==> src/rtl/core/hcfb_pkg.sv <==
// Package with shared types, codes and the result decoder of the frame builder.
`timescale 1ns / 1ps

package hcfb_pkg;

  localparam int QueueDepthDefault = 2;
  localparam int IdxW = 3;

  localparam logic [1:0] OP_START  = 2'd0;
  localparam logic [1:0] OP_DATA   = 2'd1;
  localparam logic [1:0] OP_LAST   = 2'd2;
  localparam logic [1:0] OP_REJECT = 2'd3;

  localparam logic [7:0] BYTE_ZERO = 8'h00;
  localparam logic [7:0] BYTE_FF   = 8'hFF;
  localparam logic [7:0] BYTE_DIR  = 8'hD4;

  typedef struct packed {
    logic [1:0] op;
    logic [7:0] value;
    logic [7:0] check;
  } cmd_t;

  typedef struct packed {
    logic [7:0] frame_byte;
    logic       run_last;
    logic       frame_done;
    logic       error;
  } res_t;

  function automatic logic [7:0] twos_neg(input logic [7:0] v);
    return (~v) + 8'd1;
  endfunction

  function automatic res_t result_of(input cmd_t c, input logic [IdxW-1:0] idx);
    res_t r;
    r = '0;
    unique case (c.op)
      OP_START: begin
        case (idx)
          3'd0, 3'd1: r.frame_byte = BYTE_ZERO;
          3'd2: r.frame_byte = BYTE_FF;
          3'd3: r.frame_byte = c.value;
          3'd4: r.frame_byte = c.check;
          default: begin
            r.frame_byte = BYTE_DIR;
            r.run_last   = 1'b1;
          end
        endcase
      end
      OP_DATA: begin
        r.frame_byte = c.value;
        r.run_last   = 1'b1;
      end
      OP_LAST: begin
        case (idx)
          3'd0: r.frame_byte = c.value;
          3'd1: r.frame_byte = c.check;
          default: begin
            r.frame_byte = BYTE_ZERO;
            r.run_last   = 1'b1;
            r.frame_done = 1'b1;
          end
        endcase
      end
      default: begin
        r.frame_byte = BYTE_ZERO;
        r.run_last   = 1'b1;
        r.error      = 1'b1;
      end
    endcase
    return r;
  endfunction

endpackage

==> src/rtl/core/host_command_frame_builder.sv <==
// Top level of the host command frame builder.
// The first byte of an item passes the queue and then the output register.
// Up to one input transfer per cycle while the queue has room; the sequencer emits one
// byte per cycle while the output is not stalled, so a start item makes six bytes, a closing
// data item three, others one.
// Reset (synchronous, active high) closes any open frame and empties the queue.
`timescale 1ns / 1ps

module host_command_frame_builder
  import hcfb_pkg::*;
#(
  parameter int QUEUE_DEPTH = QueueDepthDefault
) (
  input  logic        clk,
  input  logic        rst,
  input  logic        s_tvalid,
  output logic        s_tready,
  input  logic [15:0] s_tdata,  // [7:0] payload_length, [15:8] data_byte
  input  logic        s_tuser,  // [0] kind
  output logic        m_tvalid,
  input  logic        m_tready,
  output logic [7:0]  m_tdata,  // [7:0] frame_byte
  output logic        m_tlast,
  output logic [1:0]  m_tuser   // [0] frame_done, [1] error
);

  logic accept;
  cmd_t front_cmd;
  cmd_t q_head;
  logic q_full;
  logic q_valid;
  logic q_pop;

  assign s_tready = !q_full;
  assign accept   = s_tvalid && s_tready;

  hcfb_front u_front (
    .clk            (clk),
    .rst            (rst),
    .accept         (accept),
    .kind           (s_tuser),
    .payload_length (s_tdata[7:0]),
    .data_byte      (s_tdata[15:8]),
    .cmd            (front_cmd)
  );

  hcfb_queue #(
    .DEPTH (QUEUE_DEPTH)
  ) u_queue (
    .clk       (clk),
    .rst       (rst),
    .push      (accept),
    .push_cmd  (front_cmd),
    .pop       (q_pop),
    .head      (q_head),
    .full      (q_full),
    .not_empty (q_valid)
  );

  hcfb_back u_back (
    .clk      (clk),
    .rst      (rst),
    .q_valid  (q_valid),
    .q_head   (q_head),
    .q_pop    (q_pop),
    .m_tvalid (m_tvalid),
    .m_tready (m_tready),
    .m_tdata  (m_tdata),
    .m_tlast  (m_tlast),
    .m_tuser  (m_tuser)
  );

endmodule

==> src/rtl/core/hcfb_front.sv <==
// Front end: accepts input transfers, tracks the frame and emits commands.
`timescale 1ns / 1ps

module hcfb_front
  import hcfb_pkg::*;
(
  input  logic       clk,
  input  logic       rst,
  input  logic       accept,
  input  logic       kind,
  input  logic [7:0] payload_length,
  input  logic [7:0] data_byte,
  output cmd_t       cmd
);

  logic       in_frame;
  logic [7:0] bytes_left;
  logic [7:0] running_sum;
  logic       in_frame_next;
  logic [7:0] bytes_left_next;
  logic [7:0] running_sum_next;
  logic [7:0] len_byte;
  logic [7:0] sum_new;

  assign len_byte = payload_length + 8'd1;
  assign sum_new  = running_sum + data_byte;

  always_comb begin
    in_frame_next    = in_frame;
    bytes_left_next  = bytes_left;
    running_sum_next = running_sum;
    cmd.op    = OP_REJECT;
    cmd.value = data_byte;
    cmd.check = twos_neg(sum_new);
    if (!kind) begin
      if (!(in_frame || payload_length == 8'h00 || payload_length == 8'hFF)) begin
        cmd.op           = OP_START;
        cmd.value        = len_byte;
        cmd.check        = twos_neg(len_byte);
        in_frame_next    = 1'b1;
        bytes_left_next  = payload_length;
        running_sum_next = BYTE_DIR;
      end
    end else if (in_frame && bytes_left != 8'h00) begin
      bytes_left_next  = bytes_left - 8'd1;
      running_sum_next = sum_new;
      if (bytes_left == 8'd1) begin
        cmd.op           = OP_LAST;
        in_frame_next    = 1'b0;
        running_sum_next = 8'h00;
      end else begin
        cmd.op = OP_DATA;
      end
    end
  end

  always_ff @(posedge clk) begin
    if (rst) begin
      in_frame    <= 1'b0;
      bytes_left  <= 8'h00;
      running_sum <= 8'h00;
    end else if (accept) begin
      in_frame    <= in_frame_next;
      bytes_left  <= bytes_left_next;
      running_sum <= running_sum_next;
    end
  end

endmodule

==> src/rtl/core/hcfb_queue.sv <==
// Short command queue between the front end and the byte sequencer.
`timescale 1ns / 1ps

module hcfb_queue
  import hcfb_pkg::*;
#(
  parameter int DEPTH = QueueDepthDefault
) (
  input  logic clk,
  input  logic rst,
  input  logic push,
  input  cmd_t push_cmd,
  input  logic pop,
  output cmd_t head,
  output logic full,
  output logic not_empty
);

  localparam int PtrW = (DEPTH > 1) ? $clog2(DEPTH) : 1;
  localparam int CntW = $clog2(DEPTH + 1);

  cmd_t            slots [DEPTH];
  logic [PtrW-1:0] wr_ptr;
  logic [PtrW-1:0] rd_ptr;
  logic [CntW-1:0] count;

  function automatic logic [PtrW-1:0] bump(input logic [PtrW-1:0] p);
    return (p == PtrW'(DEPTH - 1)) ? '0 : p + PtrW'(1);
  endfunction

  assign full      = (count == CntW'(DEPTH));
  assign not_empty = (count != '0);
  assign head      = slots[rd_ptr];

  always_ff @(posedge clk) begin
    if (push) begin
      slots[wr_ptr] <= push_cmd;
    end
  end

  always_ff @(posedge clk) begin
    if (rst) begin
      wr_ptr <= '0;
      rd_ptr <= '0;
      count  <= '0;
    end else begin
      if (push) begin
        wr_ptr <= bump(wr_ptr);
      end
      if (pop) begin
        rd_ptr <= bump(rd_ptr);
      end
      if (push && !pop) begin
        count <= count + CntW'(1);
      end else if (pop && !push) begin
        count <= count - CntW'(1);
      end
    end
  end

endmodule

==> src/rtl/core/hcfb_back.sv <==
// Back end: expands each command into frame bytes behind an output register.
`timescale 1ns / 1ps

module hcfb_back
  import hcfb_pkg::*;
(
  input  logic       clk,
  input  logic       rst,
  input  logic       q_valid,
  input  cmd_t       q_head,
  output logic       q_pop,
  output logic       m_tvalid,
  input  logic       m_tready,
  output logic [7:0] m_tdata,
  output logic       m_tlast,
  output logic [1:0] m_tuser
);

  logic            cur_valid;
  cmd_t            cur;
  logic [IdxW-1:0] idx;
  logic            advance;
  logic            have;
  cmd_t            src;
  logic [IdxW-1:0] src_idx;
  res_t            res;

  assign advance = !m_tvalid || m_tready;
  assign have    = cur_valid || q_valid;
  assign src     = cur_valid ? cur : q_head;
  assign src_idx = cur_valid ? idx : '0;
  assign res     = result_of(src, src_idx);
  assign q_pop   = advance && !cur_valid && q_valid;

  always_ff @(posedge clk) begin
    if (rst) begin
      cur_valid <= 1'b0;
      m_tvalid  <= 1'b0;
      idx       <= '0;
    end else if (advance) begin
      m_tvalid <= have;
      if (have) begin
        cur_valid <= !res.run_last;
        idx       <= src_idx + IdxW'(1);
      end
    end
  end

  always_ff @(posedge clk) begin
    if (advance && have) begin
      cur     <= src;
      m_tdata <= res.frame_byte;
      m_tlast <= res.run_last;
      m_tuser <= {res.error, res.frame_done};
    end
  end

endmodule

==> config.mk <==
export PLATFORM = sky130hd
export DESIGN_NAME = host_command_frame_builder
export DESIGN_NICKNAME = d
export VERILOG_FILES = /design/src/rtl/core/hcfb_pkg.sv /design/src/rtl/core/host_command_frame_builder.sv /design/src/rtl/core/hcfb_front.sv /design/src/rtl/core/hcfb_queue.sv /design/src/rtl/core/hcfb_back.sv
export SDC_FILE = /design/constraint.sdc
export NUM_CORES = 1
export LEC_CHECK = 0
export BUFFER_PORTS_ARGS = -buffer_cell sky130_fd_sc_hd__buf_4
export CAP_MARGIN = 15
export CORE_MARGIN = 4
export CORE_UTILIZATION = 60
export CTS_CLUSTER_DIAMETER = 30
export DETAILED_ROUTE_END_ITERATION = 12
export PLACE_DENSITY = 0.79
export SKIP_LAST_GASP = 1
export SYNTH_ARGS = -nofsm -noshare
export SYNTH_HDL_FRONTEND = slang
export SYNTH_SLANG_ARGS = --single-unit
==> constraint.sdc <==
create_clock -name clk -period 7.1 [get_ports clk]
set_clock_uncertainty 0.05 [all_clocks]
set_input_delay 0 -clock clk [delete_from_list [all_inputs] [get_ports clk]]
set_output_delay 0 -clock clk [all_outputs]
set_load 0.05 [all_outputs]
==> results of run 1 <==
## cell usage after synthesis, types with 2 or more instances
cell type and count:
mux2_2 5, a211oi_2 3, nand3b_1 2, nor2_1 44
nand3_1 13, nand2_1 58, nor4_2 2, a31oi_1 4
o21ai_1 4, dfxtp_1 27, a22oi_1 11, mux2i_1 20
nand4_1 4, and2_1 3, o21bai_1 2, nor3_1 13
xor2_1 12, ha_1 18, nand2b_1 2, a21oi_1 35
clkbuf_1 12, xnor2_1 16, o211ai_1 4, o21ai_0 34
inv_1 19, buf_2 8, or3_1 2, edfxtp_1 65
a211oi_1 3
## where the power goes
| part | switching (mW) | internal, mW | total, mW |
|---|---|---|---|
| clock network | 0.204 | 0.137 | 0.341 |
| logic | 0.518 | 0.272 | 0.790 |
| registers | 0.0881 | 0.814 | 0.902 |
## flip-flops by register name, indices dropped and copies added, names as in the netlist, named ones only
name / count
u_queue.count: 2
u_back.m_tdata: 8
u_back.cur: 18
u_back.m_tlast: 1
u_back.m_tvalid: 1
u_back.cur_valid: 1
u_front.in_frame: 1
u_front.bytes_left: 8
u_front.running_sum: 8
u_queue.wr_ptr: 1
u_back.idx: 3
u_queue.rd_ptr: 1
u_queue.slots: 36
u_back.m_tuser: 2
## critical path, cell delays in order, from the launching register on
cell and delay, ns:
dfxtp_1 0.98, mux2i_1 0.19, o21ai_1 0.57, nor2_1 0.15, nand4_1 0.13, nand2_1 0.11
a22oi_1 0.20, a21oi_1 0.10
## final cells by class
cell class	count	area share, %
flip-flops and latches	92	46.2
multi-input cells	334	39.2
repair buffers	47	7.38
well taps	102	2.37
clock buffers	9	2.30
inverters	19	1.32
clock inverters	7	1.25
## metal layers
layer | global-route usage (%) | part of all wire [%]
met1 | 25.6 | 43
met2 | 34.1 | 49
met3 | 3.09 | 5.0
met4 | 10.3 | 3.0
met5 | 0 | 0
## worst max path at each step
stage / from / endpoint / slack [ns] / depth (start not counted)
2_1_floorplan: u_back.cur_valid / u_back.idx[1] / 4.20 / 5
3_3_place_gp: u_back.cur_valid / u_back.m_tdata[4] / 4.40 / 6
3_5_place_dp: u_back.cur_valid / u_back.m_tdata[4] / 4.15 / 6
4_1_cts: u_back.cur_valid / u_back.m_tdata[4] / 4.12 / 6
5_1_grt: flip-flop / u_back.m_tdata[4] / 4.09 / 7
6_report: flip-flop / u_back.m_tdata[4] / 4.36 / 7
## through the flow
step                      hold slack [ns]  cells  instance area, sq um  util [%]
after floorplan                     0.169    466                  4760         -
after global placement              0.293    583                  5070      65.6
after detailed placement            0.290    583                  5070      65.6
after CTS                        0.000157    609                  5360      69.4
after global routing               0.0293    610                  5390      69.8
final                              0.0220    610                  5390      69.8
## repair_timing
action / 4_1_cts / 5_1_grt
resized for setup: 0 / 0
endpoints found under the hold margin: 33 / 0
hold buffers: 10 / 0
## cell families after synthesis
group / Yosys count
compound gates: 113
xor+xnor: 28
fa+ha+maj: 19
buf+inv: 40
flops: 92
mux: 25
simple gates: 149
==> results.txt, run 1 <==
The first global-routing pass estimated 15.9 mm of wire. The number of global-route vias before repair was 3,486; the largest net degree at the start of global routing was 44. For this configuration, the core starts out at a cell density of 61.6%. The detailed router placed 3,587 vias in this run.

Measured along the y axis, the die boundary spans 97.1 um. Derived from the worst setup path, the maximum achievable clock frequency is 0.365 GHz. After clock tree synthesis, the clock-pin slew on the worst setup and hold paths is 0.10 ns. The number of max-slew violations in the final report was 0; the compound-cell area share of the yosys netlist was 14.6%. The power density of the placed cells was 377 nW/um^2; the worst endpoint required time was 7.15 ns. Before CTS, the worst setup slack after placement is 4.15 ns.

For this run, the post-layout net count is 543. The library cells used most frequently in the layout, excluding fill and tap cells, are edfxtp_1 (65), nand2_1 (58), nor2_1 (44), buf_4 (36). The final worst-path cycle share is 38.6%.

In this run the deepest clock path goes through 2 buffers. The kind of capture point of the worst setup path is a flip-flop. Of the total synthesized cell area, the portion taken by AND, OR, NAND and NOR gates is 13.9%. Clock tree synthesis inserted a total of 9 buffers. For hold timing, the worst endpoint is u_front.bytes_left[4]. TritonCTS built the clock tree. The H-tree was split into 3 levels. The share of synthesized area in the top cell type comes to 41.0%. Synthesis instantiated 50 different standard cells from the library. For the final-report hold violation count, the log shows 0. The adder-cell share of the synthesized area is 5.15%. Setup violations remaining at the end of the flow were counted as 0.

The peak supply drop was 0.160 mV; the share of final-layout standard cells stronger than drive strength 1 was 13.6%. The number of I/O port buffers is 33, and the headroom to the max-slew limit is 31.0%. The number of clock sinks was 92; the standby leakage power was 2.00 nW. The largest total area in the synthesized netlist belongs to edfxtp_1. The wire-length estimate of the detail-placed layout is 6.67 mm. The total overflow left after global routing is 0.

The logs give 32 for the total number of placement rows and 2.79 ns for the critical path data arrival time. The post-synthesis sequential area ratio was 52.4%. The async set-reset flop share out of synthesis was 0%. For this run, the leading register cell type out of synthesis is edfxtp_1. The worst register-to-register path ends at u_back.m_tdata[4].

After synthesis the netlist holds a flip-flop and latch count of 92. The shortest clock period the worst path allows after layout came out at 2.74 ns. The routability congestion estimate from global placement came out at 0.912.

The library cell used most frequently in the layout, excluding fill and tap cells, is edfxtp_1. Dividing the detail-routed via count by the number of cells gives 5.88. Total number of yosys warnings: 0. Max-capacitance violation count: 0.

STA classifies the critical path startpoint as a flip-flop. The start point of the worst hold path was s_tdata[4]. CTS placed an instance of clkbuf_8 at the clock tree root.

The run gives 2110 sq um as the multi-input gate area in the final layout. The number of enable-type register cells in the synthesized netlist was 65; the initial antenna violation count was 0. Largest family of logic cells by synthesized area: compound AO/OA/AOI/OAI gates.

The multiplexer area fraction after synthesis was 5.39%. For the total global-route track usage, the log shows 20.3%. Ranked by total cell area, the synthesized netlist is headed by edfxtp_1 (41%), dfxtp_1 (11%), ha_1 (4.7%). The run finished with clean final reports. Measured in cells, the most critical reg-to-reg path has a length of 7.

The top fanout value on the critical path was 18. The number of DRC violations after detailed routing came out at 0. The worst hold path stage count is 5, and the total nets after synthesis is 506. The critical path is of the reg -> reg type. The logs give 5 for the number of detailed-routing iterations run before antenna repair and 7730 sq um for the core area.

The pin slew with the least headroom to its limit works out to 1.03 ns. The repair_antennas step left the layout with diodes totalling 0. The later pin in the worst-skew pair is clocked with a latency of 0.36 ns.

The floorplan step defined a die boundary enclosing 9420 sq um. Counting the fill cells in the layout gives 581. Summing internal, switching and leakage power gives 2.03 mW. The detail route stage leaves a number of antenna-violating nets equal to 0. The average instance in the mapped netlist occupies 10.2 sq um. After detailed routing, the average wire length per cell comes to 15.4 um. The aggregate routed wire length is 9.39 mm. For the post-synthesis instance area, the log shows 4760 sq um. The smallest setup slack after layout is 4.36 ns, and the I/O pin total is 34. In this run the horizontal extent of the chip is 97.1 um. The area growth from synthesis to layout is 13.3%. The gate count of the mapped netlist is 466. The final sum of negative setup slack came out at 0 ns. Setup repair after global routing left no endpoint under its margin. The tightest min-delay check is of the in -> reg type. Buffers added to address setup during post-CTS repair amount to 0. After the first detailed-routing iteration, the DRC count stood at 156. Register-to-register path setup slack: 4.36 ns.

Of the total synthesized cell area, the portion taken by XOR and XNOR cells is 5.15%. For the area of all sequential standard cells, the log shows 2490 sq um.
Note: power is estimated with default switching activity, not from simulation.
==> inputs of run 2 (changes only) <==
Settings changed: CORE_UTILIZATION 60 to 54, PLACE_DENSITY 0.79 to 0.75.
Clock period 7.1 ns to 2.4 ns, I/O delays scaled along.
==> results.txt, run 2 (synthesis gave the netlist of run 1 again) <==
The height of the die is 102 um. The logs give 20.0% for the total global-route track usage and 34 for the I/O pin total. The CTS clock-pin slew for the worst setup and hold paths was 0.09 ns. For the final-report hold violation count, the log shows 0.

For the total of fill cells in the finished design, the log shows 658. The die covers 10,400 sq um. The initial antenna violation count came out at 0. The tools report the area of all sequential standard cells as 2490 sq um. The sum of buffers and inverters on the critical path is 0.

The largest registers in the layout are u_queue.slots (36), u_back.cur (18). The area growth from synthesis to layout is 16.6%. Final non-filler cell area: 5550 sq um. The kind of cell adding the most delay to the critical path was compound AO/OA/AOI/OAI gates. The number of I/O port buffers is 33, and the critical path data arrival time is 2.53 ns. The routed design could run at a clock period as short as 2.47 ns. The register with the most flip-flops in the layout has 36 of them. The number of vias per cell is 5.79.

Kind of capture point of the worst setup path: a flip-flop. The top cell types in the final layout, fill and taps aside, are edfxtp_1 (65), nand2_1 (58), buf_4 (51), nor2_1 (44). The number of buffers added by the clock tree synthesis step was 9. TritonCTS built the clock tree. At the end of the flow the core is filled with cells to 66.2%. Headroom to the max-slew limit came out at 50.0%. The violation count after the first detailed-route iteration was 149. The flow ran to the end, but the final reports show violations.

The standby leakage power was 2.09 nW; the biggest cell delay along the critical path was 0.37 ns. The number of max-slew violations in the final report is 0, and the leftover overflow at the end of global routing is 0. For this design the ratio of total power to cell area is 1120 nW/um^2.

In the final layout, the multi-input gates occupy 2170 sq um. The slowest stage of the critical path belongs to the cell fa_2. The logs give 5 for the number of detailed-routing iterations run before antenna repair and 92 for the number of clock sinks. Data on the critical path is required at its endpoint by 2.45 ns. Routability congestion estimate from global placement: 0.933. Wire length of the first global-routing pass: 16.5 mm.

Of the cells placed in the final design, the portion with a size suffix greater than 1 is 16.9%. Across the VDD grid, the largest voltage drop is 0.449 mV. Setup violations remaining at the end of the flow were counted as 2.

In this run the worst path has a maximum fanout of 2. The library cell used most frequently in the layout, excluding fill and tap cells, is edfxtp_1. Overall power consumption after layout is estimated at 6.24 mW. The routed layout has 3,618 vias.

The checks that failed: negative setup slack. STA classifies the critical path startpoint as a flip-flop. Final sum of negative setup slack: -0.149 ns.

Walking the worst path, the cells encountered are ha_4 > fa_2 > a211oi_4 > o21bai_1 > a21oi_2 > xnor2_2 > nor4_2 > xnor2_1 > mux2_4. Total number of placement rows: 33. At the pin with the least slew margin, the transition time is 0.746 ns. The standard cell area after detailed placement is 5210 sq um, and the number of global-route vias before repair is 3,388.

Die span in x: 102 um. The final layout contains routed wiring with a total length of 9.81 mm. The clock latency at the later pin of the worst-skew pair is 0.35 ns, and the final HPWL from detailed placement is 7.16 mm.

The final net count is 555. The core area is 8380 sq um. The average routed wire per standard cell is 15.7 um. The largest net degree at the start of global routing is 33, and the worst-case clock buffer depth is 2. The path type of the worst min-delay path was in -> reg. The setup path with the least slack is of type reg -> reg.

The worst path uses 103% of the clock period. The logs give 3 for the number of H-tree branching levels and 0.404 GHz for the timing-limited maximum frequency. For the smallest setup slack after layout, the log shows -0.0743 ns. The max-capacitance violation count was 0. In the routed design, unresolved DRC markers number 0.

Setup repair after global routing could not meet its margin everywhere. The starting utilization of the core area is 56.8%, and the number of antenna cells inserted is 0. Counting flops per register, the top entry is u_queue.slots. Post-detailed-route count of antenna-violating nets: 0. The root buffer cell chosen for the clock tree is clkbuf_8.
run 2: per-layer routing:
layer  GRT usage, %  wire length (um)  vias to the layer above
met3           3.48               384                       15
met1           26.8              4430                     1718
met2           33.2              4830                       99
met5              0                 0                        -
met4           6.76               155                        0
li1               -                 -                     1786
run 2: repair_timing:
| action | CTS | global route |
|---|---|---|
| buffers inserted | 0 | 1 |
| resized for setup | 6 | 4 |
| hold buffers | 7 | 0 |
| hold endpoints to repair | 25 | 0 |
| setup endpoints to repair | 6 | 7 |
| pin swaps | 1 | 5 |
run 2: final cells by class:
| cell class | count | area share (%) |
|---|---|---|
| clock buffers | 10 | 2.30 |
| clock inverters | 6 | 1.56 |
| inverters | 19 | 1.29 |
| multi-input cells | 334 | 39.0 |
| flip-flops and latches | 92 | 44.9 |
| well taps | 105 | 2.37 |
| repair buffers | 59 | 8.52 |
run 2: worst paths after layout:
kind	slack (ns)	startpoint	depth (start not counted)	end
max	-0.07	u_front.running_sum[0]	9	u_queue.slots[0][7]
min	0.03	s_tdata[13]	3	u_queue.slots[0][13]
max reg2reg	-0.07	u_front.running_sum[0]	9	u_queue.slots[0][7]
min reg2reg	0.42	u_front.running_sum[3]	2	u_front.running_sum[3]
run 2: through the flow:
stage / hold slack [ns] / instances / setup slack (ns)
global route: 0.0202 / 625 / -0.210
CTS: 0.00608 / 624 / -0.0857
floorplan: 0.169 / 466 / 0.0282
detailed placement: 0.277 / 601 / -0.123
finish: 0.0257 / 625 / -0.0743
global placement: 0.277 / 601 / -0.0116
run 2: where the power goes:
part | leakage (nW) | total, mW | internal [mW] | switching [mW]
logic | 1.15 | 2.52 | 0.893 | 1.63
clock network | 0.107 | 1.11 | 0.587 | 0.525
registers | 0.837 | 2.60 | 2.41 | 0.198
run 2: tightest hold or removal path, stage by stage:
cell and delay, ns:
buf_4 0.09, nor2_1 0.05, a21oi_1 0.15
